===== src/design/scp_pkg.sv =====
package scp_pkg;

    localparam int ADDR_W = 5;
    localparam int NUM_REGS = 6;

    localparam logic [2:0] REG_POS_X   = 3'd0;
    localparam logic [2:0] REG_POS_Y   = 3'd1;
    localparam logic [2:0] REG_DIR_X   = 3'd2;
    localparam logic [2:0] REG_DIR_Y   = 3'd3;
    localparam logic [2:0] REG_PLANE_X = 3'd4;
    localparam logic [2:0] REG_PLANE_Y = 3'd5;

    typedef struct packed {
        logic signed [31:0] pos_x;
        logic signed [31:0] pos_y;
        logic signed [31:0] dir_x;
        logic signed [31:0] dir_y;
        logic signed [31:0] plane_x;
        logic signed [31:0] plane_y;
    } cfg_t;

endpackage


===== src/design/scp_cfg.sv =====
module scp_cfg (
    input  logic                       aclk,
    input  logic                       aresetn,
    input  logic                       psel,
    input  logic                       penable,
    input  logic                       pwrite,
    input  logic [scp_pkg::ADDR_W-1:0] paddr,
    input  logic [31:0]                pwdata,
    output logic [31:0]                prdata,
    output logic                       pready,
    output scp_pkg::cfg_t              cfg
);

    scp_pkg::cfg_t cfg_reg;
    logic [2:0]    idx;
    logic          wr;

    assign idx    = paddr[4:2];
    assign wr     = psel && penable && pwrite;
    assign pready = 1'b1;
    assign cfg    = cfg_reg;

    always_ff @(posedge aclk) begin
        if (!aresetn) begin
            cfg_reg <= '0;
        end else if (wr) begin
            case (idx)
                scp_pkg::REG_POS_X:   cfg_reg.pos_x   <= pwdata;
                scp_pkg::REG_POS_Y:   cfg_reg.pos_y   <= pwdata;
                scp_pkg::REG_DIR_X:   cfg_reg.dir_x   <= pwdata;
                scp_pkg::REG_DIR_Y:   cfg_reg.dir_y   <= pwdata;
                scp_pkg::REG_PLANE_X: cfg_reg.plane_x <= pwdata;
                scp_pkg::REG_PLANE_Y: cfg_reg.plane_y <= pwdata;
                default: ;
            endcase
        end
    end

    always_comb begin
        case (idx)
            scp_pkg::REG_POS_X:   prdata = cfg_reg.pos_x;
            scp_pkg::REG_POS_Y:   prdata = cfg_reg.pos_y;
            scp_pkg::REG_DIR_X:   prdata = cfg_reg.dir_x;
            scp_pkg::REG_DIR_Y:   prdata = cfg_reg.dir_y;
            scp_pkg::REG_PLANE_X: prdata = cfg_reg.plane_x;
            scp_pkg::REG_PLANE_Y: prdata = cfg_reg.plane_y;
            default:              prdata = '0;
        endcase
    end

endmodule


===== config.mk =====
export PLATFORM = sky130hd
export DESIGN_NAME = scp_cfg
export DESIGN_NICKNAME = d
export VERILOG_FILES = /design/src/design/scp_pkg.sv /design/src/design/scp_cfg.sv
export SDC_FILE = /design/constraint.sdc
export NUM_CORES = 1
export LEC_CHECK = 0
export BUFFER_PORTS_ARGS = -buffer_cell sky130_fd_sc_hd__buf_2
export CAP_MARGIN = 20
export CORE_MARGIN = 2
export CORE_UTILIZATION = 40
export CTS_CLUSTER_SIZE = 30
export DETAILED_ROUTE_END_ITERATION = 8
export PLACE_DENSITY = 0.62
export SETUP_SLACK_MARGIN = 0.3
export SKIP_LAST_GASP = 1
export SLEW_MARGIN = 20
export SYNTH_ARGS = -nofsm -noshare
export SYNTH_HDL_FRONTEND = slang
export SYNTH_SLANG_ARGS = --single-unit

===== constraint.sdc =====
create_clock -name aclk -period 1.7 [get_ports aclk]
set_input_delay 0.255 -clock aclk [delete_from_list [all_inputs] [get_ports aclk]]
set_output_delay 0.255 -clock aclk [all_outputs]
set_load 0.02 [all_outputs]

==> flow_summary.toml <==
[placed_design]
placed_cells = 1402
placed_area_um2 = 10760
place_ws_ns = -0.1269
io_buffer_count = 263
place_congestion = 0.8241
dp_hpwl_um = 19510

[outcome]
violations = "negative setup slack"
status = "complete, but fails checks"

[floorplanning]
die-area_um2 = 22530
initial_utilization_pct = 40.74
fp.dieW_um = 150.1
num_io_pins = 267
fp.dieH_um = 150.1
coreArea_um2 = 20960
rows = 53

[detailed_routing]
vias_per_cell = 5.070
first_iter_violations = 302
drc = 0
dr.pass1.iters = 5
dr_total_vias = 7615
wire_per_inst_um = 18.85
routed_wl_um = 28310
ant_nets = 0

[finish]
fin_cells = 1502
nFillCells = 1831
stdcell_area_um2 = 12550
final_net_count = 1255
largest_reg_flops = 192
fin_util_pct = 59.88
areaGrowthSynthToFinish_pct = 46.97
drive_gt1_share_pct = 50.69

[min_path]
holdPathEnd = "cfg[168]$_SDFFE_PN0P_"
hold_path_depth = 3
hp-class = "in -> reg"
worst_hold_startpoint = "aresetn"

[setup_path]
rr_worst_depth = 3
path_max_fanout = 2
cp-end-kind = "output port"
crit_arrival_ns = 1.51
rrSetupSlack_ns = 0.99
r2r_start = "cfg[183]$_SDFFE_PN0P_"
start_kind = "register"
crit_type = "reg -> out"
crit_required_ns = 1.44
reg2reg_to = "cfg[183]$_SDFFE_PN0P_"

[timing]
tns_ns = -0.1994
slew_viol_final = 0
rsz0062_at_grt = "yes"
fin_skew_ns = 0
fmax_mhz = 566.5
period_needed_ns = 1.765
setup_ws_ns = -0.06537
fin_crit_sh_pct = 103.8
hold_violations = 0
hold_slack_ns = 0.1541
setup-violations-final = 10

[synth]
yosysMostFrequentCell = "mux2i_1"
synth_warnings = 0
synth_cell_types = 28
synth.avg_cell_area_um2 = 9.961
asyncSetResetFlopFracSynth_pct = 0
synth_area_leaders = "dfxtp_1, mux2i_1, nand2_1"
synth_edf_count = 0
yosysSeqAreaShare_pct = 45.02
netlist_instances = 857
synth_top_area_share_pct = 45.02
syn_nets = 899
syn_area_um2 = 8537
ys_ff_latch = 192
synth_common_cells = "mux2i_1, nand2_1, dfxtp_1"
yosys_most_used_dff = "dfxtp_1"
synth_top_area_cell = "dfxtp_1"

[power_and_ir_drop]
seqPwrFrac_pct = 47.0
power.switching_mw = 2.335
sw_frac_of_total_pct = 24.08
peakVddDrop_mv = 0.6023
combPwrFrac_pct = 9.0
p_int_mw = 7.361
power.density_nw_per_um2 = 772.8
p_leak_nw = 5.430
p_total_mw = 9.696
p_clk_share_pct = 44.0

[grt]
grt_util_all_layers_pct = 24.70
grt_pass1_wl_um = 42470
grt.overflow.total = 0
grt_max_degree = 48
top_usage_layer = "met2"
globalRouteMet3Util_pct = 5.788
grt_pass1_vias = 7341
antenna_found_initial = 3
grt_use_met2_pct = 40.32
grt_use_met1_pct = 32.47

[clock_tree]
root_buffer = "clkbuf_16"
holdBufCountCts = 0
htreeDepth = 4
cts_tree = "yes"
path_clk_slew_ns = 0.07
cts_sinks = 192
cts_buffers = 17
clock_latency_ns = 0.43
clockBufferDepth = 2

[flow_run]
max-cap-violations = 0
-- power by group through the flow --
stage	Combinational, mW	Sequential, mW	Clock (mW)
2_1_floorplan	0.383	4.69	0
3_3_place_gp	0.766	4.66	0
3_5_place_dp	0.768	4.66	0
4_1_cts	0.861	4.55	4.33
5_1_grt	0.928	4.56	4.55
6_report	0.875	4.55	4.27
-- critical path, stage by stage, from the launching register on --
cell and delay [ns]:
dfxtp_2 0.33, mux2i_2 0.20, o32ai_2 0.13, a221o_1 0.29
buf_6 0.14
-- per-layer routing --
| metal | vias to the layer above | wire length, um |
|---|---|---|
| met3 | 36 | 1668 |
| li1 | 3705 | - |
| met2 | 232 | 13490 |
| met1 | 3640 | 12630 |
| met5 | - | 16 |
| met4 | 2 | 503 |
-- cells by family after synthesis --
kind of cell,count (synthesis),synth area share (%)
mux,266,31.69
simple gates,243,11.43
flops,192,45.02
other cells,1,0.04393
buf+inv,79,5.012
compound gates,76,6.801
-- placed cells by master (no fill, tap or decap), drive strengths merged, types with 7 or more instances in the layout --
| cell | instances |
|---|---|
| a221o | 10 |
| buf | 404 |
| o32ai | 10 |
| a32oi | 8 |
| dfxtp | 192 |
| mux2 | 34 |
| a22oi | 12 |
| o21ai | 18 |
| mux2i | 232 |
| inv | 14 |
| nand2 | 224 |
| clkbuf | 19 |
| nor2 | 7 |
| o22a | 10 |
-- area by class of cell --
cell class / count / area (um2) / area share [%]
clock inverter: 12 / 181.4 / 1.446
multi-input combinational: 586 / 4626 / 36.87
inverter: 11 / 41.29 / 0.3291
timing repair buffer: 405 / 2963 / 23.61
clock buffer: 19 / 432.9 / 3.450
antenna: 2 / 5.005 / 0.03989
tap: 275 / 344.1 / 2.742
sequential: 192 / 3954 / 31.51
-- repair_timing --
action	in CTS	in global routing
pin swaps	24	16
resized for setup	175	38
setup endpoints to repair	32	32
gates cloned	2	0
hold endpoints to repair	0	0
setup buffers	60	5
-- worst max-delay path by stage --
| stage | start | to | cells past startpoint |
|---|---|---|---|
| 2_1_floorplan | paddr[2] | prdata[23] | 5 |
| 3_3_place_gp | paddr[3] | prdata[13] | 4 |
| 3_5_place_dp | paddr[3] | prdata[19] | 4 |
| 4_1_cts | cfg[169]$_SDFFE_PN0P_ | prdata[9] | 4 |
| 5_1_grt | cfg[132]$_SDFFE_PN0P_ | prdata[4] | 4 |
| 6_report | cfg[132]$_SDFFE_PN0P_ | prdata[4] | 4 |
Note: power is estimated with default switching activity, not from simulation.
